## config.mk

```make
export PLATFORM = sky130hd
export DESIGN_NAME = motor_drive_frame_builder_top_flat
export DESIGN_NICKNAME = d
export VERILOG_FILES = /design/src/rtl/core/mdfb_pkg.sv /design/src/rtl/core/mdfb_ifs.sv /design/src/rtl/core/mdfb_scale.sv /design/src/rtl/core/mdfb_serializer.sv /design/src/rtl/core/motor_drive_frame_builder_top.sv /design/src/flat_wrapper.sv
export SDC_FILE = /design/constraint.sdc
export NUM_CORES = 1
export LEC_CHECK = 0
export BUFFER_PORTS_ARGS = -buffer_cell sky130_fd_sc_hd__buf_2
export CAP_MARGIN = 40
export CORE_MARGIN = 2
export CORE_UTILIZATION = 54
export CTS_CLUSTER_DIAMETER = 100
export DETAILED_ROUTE_END_ITERATION = 10
export HOLD_SLACK_MARGIN = 0.12
export PLACE_DENSITY = 0.7
export SYNTH_ARGS = -nofsm -noshare
export SYNTH_HDL_FRONTEND = slang
export SYNTH_HIERARCHICAL = 1
export SYNTH_SLANG_ARGS = --single-unit
```

## constraint.sdc

```tcl
create_clock -name clk -period 10.4 [get_ports clk]
set_input_delay 1.56 -clock clk [delete_from_list [all_inputs] [get_ports clk]]
set_output_delay 1.56 -clock clk [all_outputs]
set_load 0.02 [all_outputs]
```

## src/rtl/core/mdfb_pkg.sv

```systemverilog
// ============================================================================
// mdfb_pkg - motor drive frame builder shared definitions
// Command codes, frame constants, fixed-point scaling constants, the request
// passed from the scaling pipe to the byte serializer, and the CRC step.
// ============================================================================
package mdfb_pkg;

  // Input command codes; codes 5..7 are dropped
  typedef enum logic [2:0] {
    CMD_CURRENT  = 3'd0,
    CMD_VELOCITY = 3'd1,
    CMD_POSITION = 3'd2,
    CMD_BRAKE    = 3'd3,
    CMD_STATUS   = 3'd4
  } cmd_t;

  // Frame constants
  localparam logic [7:0] CODE_DRIVE  = 8'h64;
  localparam logic [7:0] CODE_STATUS = 8'h74;
  localparam logic [7:0] BRAKE_MARK  = 8'hFF;
  localparam logic [7:0] CRC_POLY    = 8'h8C;

  // Clamp limits on the 17-bit signed target
  localparam logic signed [16:0] CUR_MAX = 17'sd8000;
  localparam logic signed [16:0] CUR_MIN = -17'sd8000;
  localparam logic signed [16:0] VEL_MAX = 17'sd300;
  localparam logic signed [16:0] VEL_MIN = -17'sd300;
  localparam logic signed [16:0] POS_MAX = 17'sd36000;
  localparam logic signed [16:0] POS_MIN = 17'sd0;

  // Current: |c|*32767/8000 = 4|c| + floor(767|c| / 8000), 8000 = 64 * 125
  localparam logic [9:0]  CUR_FRAC    = 10'd767;
  localparam logic [10:0] CUR_DIV     = 11'd125;
  localparam logic [25:0] CUR_RECIP   = 26'd34359738;   // floor(2^32 / 125)
  // Position: x - ceil(3233x / 36000), 36000 = 32 * 1125
  localparam logic [11:0] POS_COMP    = 12'd3233;
  localparam logic [15:0] POS_BIAS    = 16'd35999;
  localparam logic [10:0] POS_DIV     = 11'd1125;
  localparam logic [25:0] POS_RECIP   = 26'd3817748;    // floor(2^32 / 1125)

  // Quotient and dividend widths inside the scaling pipe
  localparam int unsigned DVD_W = 22;
  localparam int unsigned QUO_W = 12;

  // Request handed to the serializer: everything needed to form bytes 0..8
  typedef struct packed {
    logic [7:0]  motor_id;
    cmd_t        cmd;
    logic [15:0] word;
  } frame_req_t;

  // One byte of CRC-8/MAXIM (reflected); caller xors the data byte in first
  function automatic logic [7:0] crc8_step(input logic [7:0] din);
    logic [7:0] c;
    c = din;
    for (int b = 0; b < 8; b++) begin
      c = c[0] ? ((c >> 1) ^ CRC_POLY) : (c >> 1);
    end
    return c;
  endfunction

endpackage

```

## src/rtl/core/mdfb_ifs.sv

```systemverilog
// ============================================================================
// mdfb_ifs - motor drive frame builder channel interfaces
// Command channel and frame byte channel, valid/ready handshake.
// ============================================================================

// Command channel
interface mdfb_cmd_if;
  logic               valid;
  logic               ready;
  logic [2:0]         cmd;
  logic [7:0]         motor_id;
  logic signed [16:0] target;

  modport source (output valid, output cmd, output motor_id, output target, input ready);
  modport sink   (input valid, input cmd, input motor_id, input target, output ready);
endinterface

// Frame byte channel
interface mdfb_byte_if;
  logic       valid;
  logic       ready;
  logic [7:0] frame_byte;
  logic       last_byte;

  modport source (output valid, output frame_byte, output last_byte, input ready);
  modport sink   (input valid, input frame_byte, input last_byte, output ready);
endinterface

```

## src/rtl/core/mdfb_scale.sv

```systemverilog
// ============================================================================
// mdfb_scale - command target scaling pipe
// Three registered stages: input capture, clamp and constant multiply,
// reciprocal multiply, then remainder correction into the 16-bit target word.
// ============================================================================
module mdfb_scale (
  input  logic                clk,
  input  logic                rst_n,
  // command side
  input  logic                in_valid,
  output logic                in_ready,
  input  logic [2:0]          in_cmd,
  input  logic [7:0]          in_motor_id,
  input  logic signed [16:0]  in_target,
  // request side
  output logic                req_valid,
  input  logic                req_ready,
  output mdfb_pkg::frame_req_t req
);
  import mdfb_pkg::*;

  // stage registers
  logic               v1_r, v2_r, v3_r;
  cmd_t               cmd1_r, cmd2_r, cmd3_r;
  logic [7:0]         id1_r, id2_r, id3_r;
  logic signed [16:0] tgt1_r;
  logic [DVD_W-1:0]   w2_r, w3_r;
  logic [15:0]        base2_r, base3_r;
  logic               neg2_r, neg3_r;
  logic [QUO_W-1:0]   est3_r;

  logic rdy1, rdy2, rdy3;

  // stage 1 logic
  logic signed [16:0] cur_c, cur_abs, vel_c, pos_c;
  logic [12:0]        cur_mag;
  logic [22:0]        cur_prod;
  logic [15:0]        pos_x;
  logic [26:0]        pos_sum;
  logic [DVD_W-1:0]   w2_nxt;
  logic [15:0]        base2_nxt;

  // stage 2 logic
  logic [25:0]        recip;
  logic [47:0]        est_prod;

  // stage 3 logic
  logic [10:0]        div3;
  logic [DVD_W-1:0]   rem3;
  logic [QUO_W-1:0]   quo3;
  logic [15:0]        cur_sum;
  logic [15:0]        word3;

  // ready chain: a stage loads when it is empty or drains this cycle
  assign rdy3     = !v3_r || req_ready;
  assign rdy2     = !v2_r || rdy3;
  assign rdy1     = !v1_r || rdy2;
  assign in_ready = rdy1;

  // stage 1: clamp, then scale numerator by a constant
  always_comb begin
    cur_c = (tgt1_r < CUR_MIN) ? CUR_MIN : ((tgt1_r > CUR_MAX) ? CUR_MAX : tgt1_r);
    vel_c = (tgt1_r < VEL_MIN) ? VEL_MIN : ((tgt1_r > VEL_MAX) ? VEL_MAX : tgt1_r);
    pos_c = (tgt1_r < POS_MIN) ? POS_MIN : ((tgt1_r > POS_MAX) ? POS_MAX : tgt1_r);
    cur_abs  = cur_c[16] ? -cur_c : cur_c;
    cur_mag  = cur_abs[12:0];
    cur_prod = 23'(cur_mag) * 23'(CUR_FRAC);
    pos_x    = pos_c[15:0];
    pos_sum  = 27'(pos_x) * 27'(POS_COMP) + 27'(POS_BIAS);
    w2_nxt    = '0;
    base2_nxt = '0;
    case (cmd1_r)
      CMD_CURRENT: begin
        w2_nxt    = DVD_W'(cur_prod[22:6]);
        base2_nxt = 16'({cur_mag, 2'b00});
      end
      CMD_VELOCITY: begin
        base2_nxt = vel_c[15:0];
      end
      CMD_POSITION: begin
        w2_nxt    = pos_sum[26:5];
        base2_nxt = pos_x;
      end
      default: begin
        w2_nxt    = '0;
        base2_nxt = '0;
      end
    endcase
  end

  // stage 2: quotient estimate by reciprocal, may be one low
  assign recip    = (cmd2_r == CMD_POSITION) ? POS_RECIP : CUR_RECIP;
  assign est_prod = 48'(w2_r) * 48'(recip);

  // stage 3: remainder check fixes the estimate, then form the word
  always_comb begin
    div3    = (cmd3_r == CMD_POSITION) ? POS_DIV : CUR_DIV;
    rem3    = w3_r - DVD_W'(est3_r) * DVD_W'(div3);
    quo3    = (rem3 >= DVD_W'(div3)) ? est3_r + QUO_W'(1) : est3_r;
    cur_sum = base3_r + 16'(quo3);
    case (cmd3_r)
      CMD_CURRENT:  word3 = neg3_r ? 16'(16'd0 - cur_sum) : cur_sum;
      CMD_VELOCITY: word3 = base3_r;
      CMD_POSITION: word3 = base3_r - 16'(quo3);
      default:      word3 = '0;
    endcase
  end

  assign req_valid    = v3_r;
  assign req.motor_id = id3_r;
  assign req.cmd      = cmd3_r;
  assign req.word     = word3;

  // valid bits; unused codes are taken and dropped here
  always_ff @(posedge clk) begin
    if (!rst_n) begin
      v1_r <= 1'b0;
      v2_r <= 1'b0;
      v3_r <= 1'b0;
    end else begin
      if (rdy1) v1_r <= in_valid && (in_cmd <= CMD_STATUS);
      if (rdy2) v2_r <= v1_r;
      if (rdy3) v3_r <= v2_r;
    end
  end

  // payload registers
  always_ff @(posedge clk) begin
    if (rdy1) begin
      cmd1_r <= cmd_t'(in_cmd);
      id1_r  <= in_motor_id;
      tgt1_r <= in_target;
    end
    if (rdy2) begin
      cmd2_r  <= cmd1_r;
      id2_r   <= id1_r;
      w2_r    <= w2_nxt;
      base2_r <= base2_nxt;
      neg2_r  <= cur_c[16];
    end
    if (rdy3) begin
      cmd3_r  <= cmd2_r;
      id3_r   <= id2_r;
      w3_r    <= w2_r;
      est3_r  <= est_prod[32 +: QUO_W];
      base3_r <= base2_r;
      neg3_r  <= neg2_r;
    end
  end

endmodule

```

## src/rtl/core/mdfb_serializer.sv

```systemverilog
// ============================================================================
// mdfb_serializer - frame byte serializer with running CRC
// Holds one frame request, sends bytes 0..8 one per handshake while the
// CRC-8 accumulates, then sends the CRC as the last byte.
// ============================================================================
module mdfb_serializer (
  input  logic                 clk,
  input  logic                 rst_n,
  // request side
  input  logic                 req_valid,
  output logic                 req_ready,
  input  mdfb_pkg::frame_req_t req,
  // byte side
  output logic                 out_valid,
  input  logic                 out_ready,
  output logic [7:0]           out_frame_byte,
  output logic                 out_last_byte
);
  import mdfb_pkg::*;

  // byte positions in the frame
  localparam logic [3:0] IDX_ID    = 4'd0;
  localparam logic [3:0] IDX_CODE  = 4'd1;
  localparam logic [3:0] IDX_HI    = 4'd2;
  localparam logic [3:0] IDX_LO    = 4'd3;
  localparam logic [3:0] IDX_BRAKE = 4'd7;
  localparam logic [3:0] IDX_CRC   = 4'd9;

  frame_req_t  req_r;
  logic [3:0]  idx_r;
  logic [7:0]  crc_r;
  logic        busy_r;

  logic        out_fire;
  logic        at_crc;
  logic [7:0]  cur_byte;

  assign at_crc    = (idx_r == IDX_CRC);
  assign out_fire  = busy_r && out_ready;
  // next frame loads as the CRC byte leaves
  assign req_ready = !busy_r || (out_fire && at_crc);

  // byte select
  always_comb begin
    case (idx_r)
      IDX_ID:    cur_byte = req_r.motor_id;
      IDX_CODE:  cur_byte = (req_r.cmd == CMD_STATUS) ? CODE_STATUS : CODE_DRIVE;
      IDX_HI:    cur_byte = req_r.word[15:8];
      IDX_LO:    cur_byte = req_r.word[7:0];
      IDX_BRAKE: cur_byte = (req_r.cmd == CMD_BRAKE) ? BRAKE_MARK : 8'h00;
      IDX_CRC:   cur_byte = crc_r;
      default:   cur_byte = 8'h00;
    endcase
  end

  assign out_valid      = busy_r;
  assign out_frame_byte = cur_byte;
  assign out_last_byte  = at_crc;

  // control
  always_ff @(posedge clk) begin
    if (!rst_n) begin
      busy_r <= 1'b0;
      idx_r  <= IDX_ID;
    end else if (req_valid && req_ready) begin
      busy_r <= 1'b1;
      idx_r  <= IDX_ID;
    end else if (out_fire) begin
      busy_r <= !at_crc;
      idx_r  <= at_crc ? IDX_ID : idx_r + 4'd1;
    end
  end

  // payload and CRC
  always_ff @(posedge clk) begin
    if (req_valid && req_ready) begin
      req_r <= req;
      crc_r <= 8'h00;
    end else if (out_fire && !at_crc) begin
      crc_r <= crc8_step(crc_r ^ cur_byte);
    end
  end

endmodule

```

## src/rtl/core/motor_drive_frame_builder_top.sv

```systemverilog
// ============================================================================
// motor_drive_frame_builder_top - RS485 motor command frame builder
// Turns each command into a 10-byte frame (address, code, big-endian target,
// padding, brake mark, padding, CRC-8/MAXIM) sent one byte per handshake.
// ============================================================================
//
//   channel  dir  payload                           completes on
//   in_ch    in   cmd[2:0] motor_id[7:0] target[16:0]  valid & ready
//   out_ch   out  frame_byte[7:0] last_byte           valid & ready
//
// A command passes three register stages (capture, clamp and scale, reciprocal
// estimate) and quotient correction, then loads into the serializer before
// its first byte is offered. The serializer sends one byte per cycle while
// out_ch is ready; the scaling stages keep taking commands meanwhile.
// Codes 5..7 are accepted and produce no bytes.
// Synchronous active-low reset clears the stage valid bits and the serializer.
// A stall on out_ch holds the current byte and backs up into in_ch.ready.
//
module motor_drive_frame_builder_top (
  input  logic        clk,
  input  logic        rst_n,
  mdfb_cmd_if.sink    in_ch,
  mdfb_byte_if.source out_ch
);
  import mdfb_pkg::*;

  logic       req_valid;
  logic       req_ready;
  frame_req_t req;

  // target scaling pipe
  mdfb_scale u_scale (
    .clk         (clk),
    .rst_n       (rst_n),
    .in_valid    (in_ch.valid),
    .in_ready    (in_ch.ready),
    .in_cmd      (in_ch.cmd),
    .in_motor_id (in_ch.motor_id),
    .in_target   (in_ch.target),
    .req_valid   (req_valid),
    .req_ready   (req_ready),
    .req         (req)
  );

  // byte serializer and CRC
  mdfb_serializer u_serializer (
    .clk            (clk),
    .rst_n          (rst_n),
    .req_valid      (req_valid),
    .req_ready      (req_ready),
    .req            (req),
    .out_valid      (out_ch.valid),
    .out_ready      (out_ch.ready),
    .out_frame_byte (out_ch.frame_byte),
    .out_last_byte  (out_ch.last_byte)
  );

endmodule

```

## src/flat_wrapper.sv

```systemverilog
// flat-port wrapper written by rule: the top's interface ports become plain ports
module motor_drive_frame_builder_top_flat import mdfb_pkg::*;
  (clk, rst_n, in_ch_valid, in_ch_cmd, in_ch_motor_id, in_ch_target, in_ch_ready, out_ch_valid, out_ch_frame_byte, out_ch_last_byte, out_ch_ready);
  mdfb_cmd_if in_ch_i ();
  mdfb_byte_if out_ch_i ();
  input  logic clk;
  input  logic rst_n;
  input wire logic [$bits(in_ch_i.valid)-1:0] in_ch_valid;
  input wire logic [$bits(in_ch_i.cmd)-1:0] in_ch_cmd;
  input wire logic [$bits(in_ch_i.motor_id)-1:0] in_ch_motor_id;
  input wire logic [$bits(in_ch_i.target)-1:0] in_ch_target;
  output wire logic [$bits(in_ch_i.ready)-1:0] in_ch_ready;
  output wire logic [$bits(out_ch_i.valid)-1:0] out_ch_valid;
  output wire logic [$bits(out_ch_i.frame_byte)-1:0] out_ch_frame_byte;
  output wire logic [$bits(out_ch_i.last_byte)-1:0] out_ch_last_byte;
  input wire logic [$bits(out_ch_i.ready)-1:0] out_ch_ready;
  assign in_ch_i.valid = in_ch_valid;
  assign in_ch_i.cmd = in_ch_cmd;
  assign in_ch_i.motor_id = in_ch_motor_id;
  assign in_ch_i.target = in_ch_target;
  assign in_ch_ready = in_ch_i.ready;
  assign out_ch_valid = out_ch_i.valid;
  assign out_ch_frame_byte = out_ch_i.frame_byte;
  assign out_ch_last_byte = out_ch_i.last_byte;
  assign out_ch_i.ready = out_ch_ready;
  motor_drive_frame_builder_top u_core (.clk(clk), .rst_n(rst_n), .in_ch(in_ch_i), .out_ch(out_ch_i));
endmodule
```

==> results of run 1 <==
[final cells by class]
type	count	area (um^2)
clock buffers	17	425
fillers	4586	22700
clock inverters	15	171
inverters	695	2610
well taps	696	871
flip-flops and latches	183	5340
repair buffers	75	474
multi-input cells	2008	20900
[how the worst max path moves through the flow]
stage / startpoint / slack (ns) / cells after the start / endpoint
floorplan: u_core/u_scale/cmd3_r[2]$_DFFE_PP_ / 1.14 / 40 / u_core/u_serializer/req_r[15]$_DFFE_PP_
global placement: u_core/u_scale/cmd3_r[1]$_DFFE_PP_ / 0.43 / 37 / u_core/u_serializer/req_r[15]$_DFFE_PP_
detailed placement: u_core/u_scale/cmd3_r[1]$_DFFE_PP_ / 0.05 / 38 / u_core/u_serializer/req_r[15]$_DFFE_PP_
CTS: u_core/u_scale/cmd3_r[1]$_DFFE_PP_ / 0.03 / 38 / u_core/u_serializer/req_r[15]$_DFFE_PP_
global route: u_core/u_scale/cmd3_r[2]$_DFFE_PP_ / 0.09 / 40 / u_core/u_serializer/req_r[15]$_DFFE_PP_
finish: u_core/u_scale/cmd3_r[2]$_DFFE_PP_ / 0.65 / 38 / u_core/u_serializer/req_r[11]$_DFFE_PP_
[synthesized netlist by cell type (12+ instances only)]
master / instances
sky130_fd_sc_hd__edfxtp_1: 167
sky130_fd_sc_hd__or3_1: 13
sky130_fd_sc_hd__o21bai_1: 14
sky130_fd_sc_hd__mux2i_1: 13
sky130_fd_sc_hd__o22ai_1: 13
sky130_fd_sc_hd__clkbuf_1: 51
sky130_fd_sc_hd__o31ai_1: 12
sky130_fd_sc_hd__a21oi_1: 98
sky130_fd_sc_hd__nor2b_1: 29
sky130_fd_sc_hd__o21a_1: 27
sky130_fd_sc_hd__fa_1: 371
sky130_fd_sc_hd__ha_1: 509
sky130_fd_sc_hd__nand2_1: 143
sky130_fd_sc_hd__a21o_1: 39
sky130_fd_sc_hd__nor3_1: 24
sky130_fd_sc_hd__xor2_1: 55
sky130_fd_sc_hd__xnor2_1: 96
sky130_fd_sc_hd__o21ai_0: 81
sky130_fd_sc_hd__nand4_1: 12
sky130_fd_sc_hd__dfxtp_1: 16
sky130_fd_sc_hd__a211oi_1: 17
sky130_fd_sc_hd__a31oi_1: 13
sky130_fd_sc_hd__and2_1: 34
sky130_fd_sc_hd__nor2_1: 142
sky130_fd_sc_hd__nand2b_1: 25
sky130_fd_sc_hd__nand3_1: 28
sky130_fd_sc_hd__or2_2: 18
sky130_fd_sc_hd__inv_1: 695
[flip-flops by register name, summed over array words and instances (netlist names), 3 cells and up]
name,flops
u_core/u_scale/base2_r,16
u_core/u_scale/base3_r,16
u_core/u_scale/cmd1_r,3
u_core/u_scale/cmd2_r,3
u_core/u_scale/cmd3_r,3
u_core/u_scale/est3_r,12
u_core/u_scale/id1_r,8
u_core/u_scale/id2_r,8
u_core/u_scale/id3_r,8
u_core/u_scale/tgt1_r,17
u_core/u_scale/w2_r,22
u_core/u_scale/w3_r,22
u_core/u_serializer/crc_r,8
u_core/u_serializer/idx_r,4
u_core/u_serializer/req_r,27
[metrics by stage]
step	util (%)	cell area (um^2)	hold slack, ns	cells	setup WS [ns]
floorplan	-	29100	0.400	2948	1.14
global placement	56.2	30100	0.406	3647	0.429
detailed placement	56.3	30100	0.405	3650	0.0542
CTS	57.4	30700	0.422	3682	0.0324
global route	57.6	30800	0.424	3689	0.0850
finish	57.6	30800	0.419	3689	0.653
[worst max-delay path, delay by kind of cell (launching register included)]
kind,cells,cell delay [ns]
AOI/OAI and AO/OA,10,2.04
xor gates and xnor gates,4,0.71
adders and majority gates,8,3.21
buffers and inverters,6,0.65
DFF,1,0.48
and+or+nand+nor,10,2.39
[cells by family (layout without fill, tap and decap cells)]
kind of cell,after synthesis,count (layout),synth area share (%)
fa+ha+maj,880,880,47.5
buf+inv,757,802,9.93
simple gates,527,527,9.06
compound gates,411,411,9.58
flops,183,183,18.4
xor+xnor,156,156,4.86
mux,19,19,0.681
other cells,2,15,0.0259
[routing by layer]
metal	global-route usage, %	wire length [um]
met2	41.9	32300
met5	0	0
met4	6.27	1500
met1	34.0	29900
met3	3.31	2910
[what timing repair did]
item	in CTS	in global routing
setup endpoints to repair	0	9
gates resized for setup	0	5
hold buffers	0	0
setup buffers	0	7
==> key figures, run 1 <==
GRT
  – Initial antenna violation count: 1
  – Overall routing resource usage: 24.8%
  – Pin count of the biggest net entering global routing: 63
  – Wire length of the first global-routing pass: around 110 mm
  – Via count of the first global-routing pass: around 21000
  – Gr ovfl total: 0

Logic synthesis
  – Top cell type by total area after synthesis: sky130_fd_sc_hd__fa_1
  – Synth warnings: 6
  – Number of instances in the synthesized netlist: a little under 3000
  – Top-area cell type share of the netlist area: approximately 26%
  – Number of unique standard cell types used by synthesis: 93
  – Number of enable-type register cells in the synthesized netlist: between 150 and 200
  – Number of register bits inferred by synthesis: between 150 and 200
  – Post-Syn Area per Cell: between 9 and 10 um^2
  – Cells taking the most area after synthesis: sky130_fd_sc_hd__fa_1, sky130_fd_sc_hd__ha_1, sky130_fd_sc_hd__edfxtp_1, sky130_fd_sc_hd__inv_1, sky130_fd_sc_hd__xnor2_1
  – Share of synthesized area occupied by flip-flops and latches: 18.4%
  – Share of synthesized registers carrying an async set or reset: 0%
  – Commonest register cell after synthesis: sky130_fd_sc_hd__edfxtp_1
  – Post-synthesis instance area: approximately 29000 um^2

Finish
  – Most common cell after layout, fill and taps aside: sky130_fd_sc_hd__inv_1
  – Ratio of cells with drive above 1 in the final layout: 5.85%
  – Post-layout net count: between 3000 and 4000
  – P&R area growth vs syn: 6.05%
  – Leading cell types in the layout, fill and taps excluded: sky130_fd_sc_hd__inv_1, sky130_fd_sc_hd__ha_1, sky130_fd_sc_hd__fa_1, sky130_fd_sc_hd__edfxtp_1
  – Number of inserted diodes: 0

Worst hold path
  – Class of the most critical hold timing path: reg -> reg
  – Startpoint of the tightest hold check path: u_core/u_scale/base2_r[12]$_DFFE_PP_
  – WHS Path Cells: 0
  – Hold Crit Endpoint: u_core/u_scale/base3_r[12]$_DFFE_PP_

Floorplan
  – Rows: 85
  – Initial standard-cell utilization of the core: between 50% and 60%
  – Horizontal extent of the die: ~240 um
  – Die area: approximately 56000 um^2
  – Height of the chip: ~240 um
  – # IOs: 43
  – Core region area: about 53000 um^2

Clocking
  – Clock slew at the register clock pins of the worst setup and hold paths: about 0.080 ns
  – Maximum level of the CTS H-tree: 4
  – Clock latency at the later pin of the worst-skew pair: 0.45 ns
  – Sink Count: approximately 180
  – Number of clock buffers inserted by TritonCTS: 17
  – Buffer levels on the longest clock path: 2
  – Clock Root Buffer: sky130_fd_sc_hd__clkbuf_16
  – CTS tree: built

Detailed routing
  – Count of TritonRoute iterations in the first routing pass: 5
  – Routed length per instance: approximately 18 um
  – Vias after detailed routing: about 20000
  – Detailed Route Iter0 Violations: around 1200
  – DRT Wirelength: roughly 67 mm
  – Post-DRT Antenna Nets: 0
  – Via-to-Cell Ratio: about 5.5
  – DRC violation count after routing: 0

Timing
  – Unrepaired setup endpoints after global routing: no
  – Final Skew: approximately 0.015 ns
  – Fin crit share: 93.7%
  – Max Transition Viols Final: 0
  – Sum of negative setup slack: 0 ns
  – Upper clock frequency limit: 103 MHz
  – Min cycle time layout: between 9 and 10 ns
  – Transition at the pin with the smallest max-transition slack: 0.892 ns
  – Finish-stage setup viols: 0
  – Headroom to the max-slew limit: 40.3%
  – Final Hold Viols: 0

Critical path
  – Start-to-end type of the worst setup path: reg -> reg
  – Critical R2R Capture: u_core/u_serializer/req_r[11]$_DFFE_PP_
  – Setup slack of the most critical reg-to-reg path: roughly 0.65 ns
  – Crit-path max cell delay: about 0.56 ns
  – WP data arrival: roughly 9.9 ns
  – Largest fanout on the critical path: 19
  – FF-to-FF path depth: 38
  – Worst Setup End Kind: flip-flop
  – Slowest stage cell, crit path: sky130_fd_sc_hd__or4_4
  – Data required time of the critical path: roughly 11 ns
  – Type of element launching the critical path: flip-flop
  – Launch point of the worst reg-to-reg path: u_core/u_scale/cmd3_r[2]$_DFFE_PP_

Run status
  – Result of the run: finished clean

Place
  – Quantity of I/O buffers inserted on ports: 42
  – Detailed placer's ending HPWL: around 57 mm
  – Placer Congestion: a little over 0.9

Job
  – Max_cap viols: 0
Power of run 1 is left out: the tool's default activity adds up to more than one toggle a clock period on the data nets, which glitch-free logic cannot reach.
==> inputs of run 2 (changes only) <==
--- a/config.mk
+++ b/config.mk
@@ -13,6 +13,7 @@
 export DETAILED_ROUTE_END_ITERATION = 10
 export HOLD_SLACK_MARGIN = 0.12
 export PLACE_DENSITY = 0.7
+export REMOVE_ABC_BUFFERS = 1
 export SYNTH_ARGS = -nofsm -noshare
 export SYNTH_HDL_FRONTEND = slang
 export SYNTH_HIERARCHICAL = 1
==> key figures, run 2 (synthesized netlist as in run 1, its figures left out) <==
Run status
  – Result of the run: finished clean

Finish
  – Register area: 5340 um^2 (unchanged)
  – P&R area growth vs syn: 6.06% (about the same)
  – Ratio of cells with drive above 1 in the final layout: 5.78% (-0.065 points)
  – Most flop-heavy register: u_core/u_serializer/req_r
  – Most common cell after layout, fill and taps aside: sky130_fd_sc_hd__inv_1
  – Number of flip-flops under the largest register name: 27 (unchanged)
  – Post-layout net count: 3891 (-0.026%)
  – Multi-input combinational cell area: 20900 um^2 (about the same)
  – Top flop regs: u_core/u_serializer/req_r: 27 flops, u_core/u_scale/w2_r: 22 flops, u_core/u_scale/w3_r: 22 flops
  – Post-route standard cell area excluding fillers: 30800 um^2 (about the same)
  – Number of inserted diodes: 0 (unchanged)
  – Leading cell types in the layout, fill and taps excluded: sky130_fd_sc_hd__inv_1, sky130_fd_sc_hd__ha_1, sky130_fd_sc_hd__fa_1, sky130_fd_sc_hd__edfxtp_1
  – Number of inserted filler cells in the final layout: 4581 (-0.11%)
  – Post-layout utilization of the core: 57.6% (about the same)
  – Final std cells w/o fill: 3688 (-0.027%)

Detailed routing
  – Routed length per instance: 18.0 um (-0.11%)
  – DRC violation count after routing: 0 (unchanged)
  – Vias after detailed routing: 20100 (-0.084%)
  – Detailed Route Iter0 Violations: 1276 (+3.1%)
  – DRT Wirelength: 66.5 mm (-0.14%)
  – Count of TritonRoute iterations in the first routing pass: 6 (+1)
  – Post-DRT Antenna Nets: 0 (unchanged)
  – Via-to-Cell Ratio: 5.45 (about the same)

Clocking
  – Number of clock buffers inserted by TritonCTS: 17 (unchanged)
  – Clock slew at the register clock pins of the worst setup and hold paths: 0.08 ns (about the same)
  – Buffer levels on the longest clock path: 2 (unchanged)
  – Cts hold-fix bufs: 0 (unchanged)
  – Sink Count: 183 (unchanged)
  – Maximum level of the CTS H-tree: 4 (unchanged)
  – Clock latency at the later pin of the worst-skew pair: 0.45 ns (about the same)
  – Clock Root Buffer: sky130_fd_sc_hd__clkbuf_16
  – CTS tree: built

GRT
  – Via count of the first global-routing pass: 21300 (+1.3%)
  – Wire length of the first global-routing pass: 110 mm (about the same)
  – GR peak layer: met2
  – Global-route track usage on met1: 34.0% (about the same)
  – Gr ovfl total: 0 (unchanged)
  – Initial antenna violation count: 2 (+1)
  – Grt met3 use: 2.74% (-0.57 points)
  – Overall routing resource usage: 24.8% (-0.047 points)
  – Pin count of the biggest net entering global routing: 63 (unchanged)
  – GR Layer Usage met2: 42.1% (+0.25 points)

Critical path
  – Data required time of the critical path: 10.58 ns (about the same)
  – Setup slack of the most critical reg-to-reg path: 0.70 ns (+0.05 ns)
  – Worst Setup End Kind: flip-flop
  – Launch point of the worst reg-to-reg path: u_core/u_scale/cmd3_r[0]$_DFFE_PP_
  – Slowest stage cell, crit path: sky130_fd_sc_hd__or4_4
  – Type of element launching the critical path: flip-flop
  – FF-to-FF path depth: 41 (+7.9%)
  – Crit-path max cell delay: 0.56 ns (about the same)
  – Critical R2R Capture: u_core/u_serializer/req_r[11]$_DFFE_PP_
  – Largest fanout on the critical path: 14 (-5)
  – Start-to-end type of the worst setup path: reg -> reg
  – WP data arrival: 9.88 ns (-0.05 ns)

Timing
  – Headroom to the max-slew limit: 42.9% (+2.5 points)
  – Upper clock frequency limit: 103 MHz (+0.48%)
  – Final Hold Viols: 0 (unchanged)
  – Max Transition Viols Final: 0 (unchanged)
  – Finish-stage setup viols: 0 (unchanged)
  – Min cycle time layout: 9.70 ns (-0.0467 ns)
  – Unrepaired setup endpoints after global routing: no
  – Transition at the pin with the smallest max-transition slack: 0.854 ns (-0.0378 ns)
  – Fin crit share: 93.3% (-0.45 points)
  – Final Skew: 0.0103 ns (-0.00440 ns)

Worst hold path
  – WHS Path Cells: 0 (unchanged)
  – Startpoint of the tightest hold check path: u_core/u_scale/base2_r[12]$_DFFE_PP_
  – Class of the most critical hold timing path: reg -> reg
  – Hold Crit Endpoint: u_core/u_scale/base3_r[12]$_DFFE_PP_

Place
  – Detailed placer's ending HPWL: 56.5 mm (-0.28%)
  – Dpl cell area: 30100 um^2 (about the same)
  – Placed instance count: 3648 (-0.055%)
  – Quantity of I/O buffers inserted on ports: 42 (unchanged)
  – Placer Congestion: 0.911 (-1.2%)

Floorplan
  – Rows: 85 (unchanged)
  – Initial standard-cell utilization of the core: 54.3% (unchanged)
  – # IOs: 43 (unchanged)
  – Height of the chip: 236 um (unchanged)
  – Horizontal extent of the die: 236 um (unchanged)
  – Core region area: 53500 um^2 (unchanged)
  – Die area: 55700 um^2 (unchanged)

Job
  – Max_cap viols: 0 (unchanged)
==> run 2: cell types whose count changed in the layout (fill, tap and decap cells not counted), sizes merged <==
| cell | change |
|---|---|
| buf | -1 |
| bufinv | +1 |
| clkinv | +1 |
| clkinvlp | -1 |
| inv | -1 |
==> run 2: critical path: cells and delay by family (launching register included) <==
kind                       cells  cell delay, ns
AOI/OAI and AO/OA             10            2.27
xor gates and xnor gates       4            0.57
adders and majority gates      8            2.98
buffers and inverters          7            0.90
DFF                            1            0.46
and+or+nand+nor               12            2.25
==> run 2: cell type report <==
class	count	share of cell area [%]
timing repair buffer	74	1.55
sequential	183	17.3
clock inverter	15	0.593
clock buffer	17	1.38
tap	696	2.83
multi-input combinational	2008	67.9
inverter	695	8.47
==> run 2: worst max path at each step <==
| stage | from | end | slack [ns] |
|---|---|---|---|
| floorplan | u_core/u_scale/cmd3_r[0]$_DFFE_PP_ | u_core/u_serializer/req_r[15]$_DFFE_PP_ | -0.23 |
| global placement | u_core/u_scale/cmd3_r[1]$_DFFE_PP_ | u_core/u_serializer/req_r[15]$_DFFE_PP_ | 0.50 |
| detailed placement | u_core/u_scale/cmd3_r[1]$_DFFE_PP_ | u_core/u_serializer/req_r[15]$_DFFE_PP_ | 0.20 |
| CTS | u_core/u_scale/cmd3_r[1]$_DFFE_PP_ | u_core/u_serializer/req_r[15]$_DFFE_PP_ | 0.17 |
| global route | u_core/u_scale/cmd3_r[0]$_DFFE_PP_ | u_core/u_serializer/req_r[15]$_DFFE_PP_ | 0.06 |
| finish | u_core/u_scale/cmd3_r[0]$_DFFE_PP_ | u_core/u_serializer/req_r[11]$_DFFE_PP_ | 0.70 |
==> run 2: through the flow <==
step	hold WS, ns	setup slack, ns	TNS (ns)
after global placement	0.404	0.498	0
final	0.414	0.700	0
after CTS	0.416	0.170	0
after floorplan	0.400	-0.225	-0.767
after detailed placement	0.405	0.200	0
after global routing	0.425	0.0639	0
==> run 2: metal layers <==
| layer | vias up | wire (um) |
|---|---|---|
| met5 | - | 13 |
| met4 | 2 | 1530 |
| met3 | 97 | 2950 |
| met2 | 457 | 32400 |
| met1 | 9938 | 29600 |
| li1 | 9618 | - |
==> run 2: timing repair <==
item,4_1_cts,5_1_grt
endpoints found under the setup margin,0,8
endpoints found under the hold margin,0,0
gates resized for setup,0,3
buffers inserted,0,7
Power of run 2 is left out for the same reason.
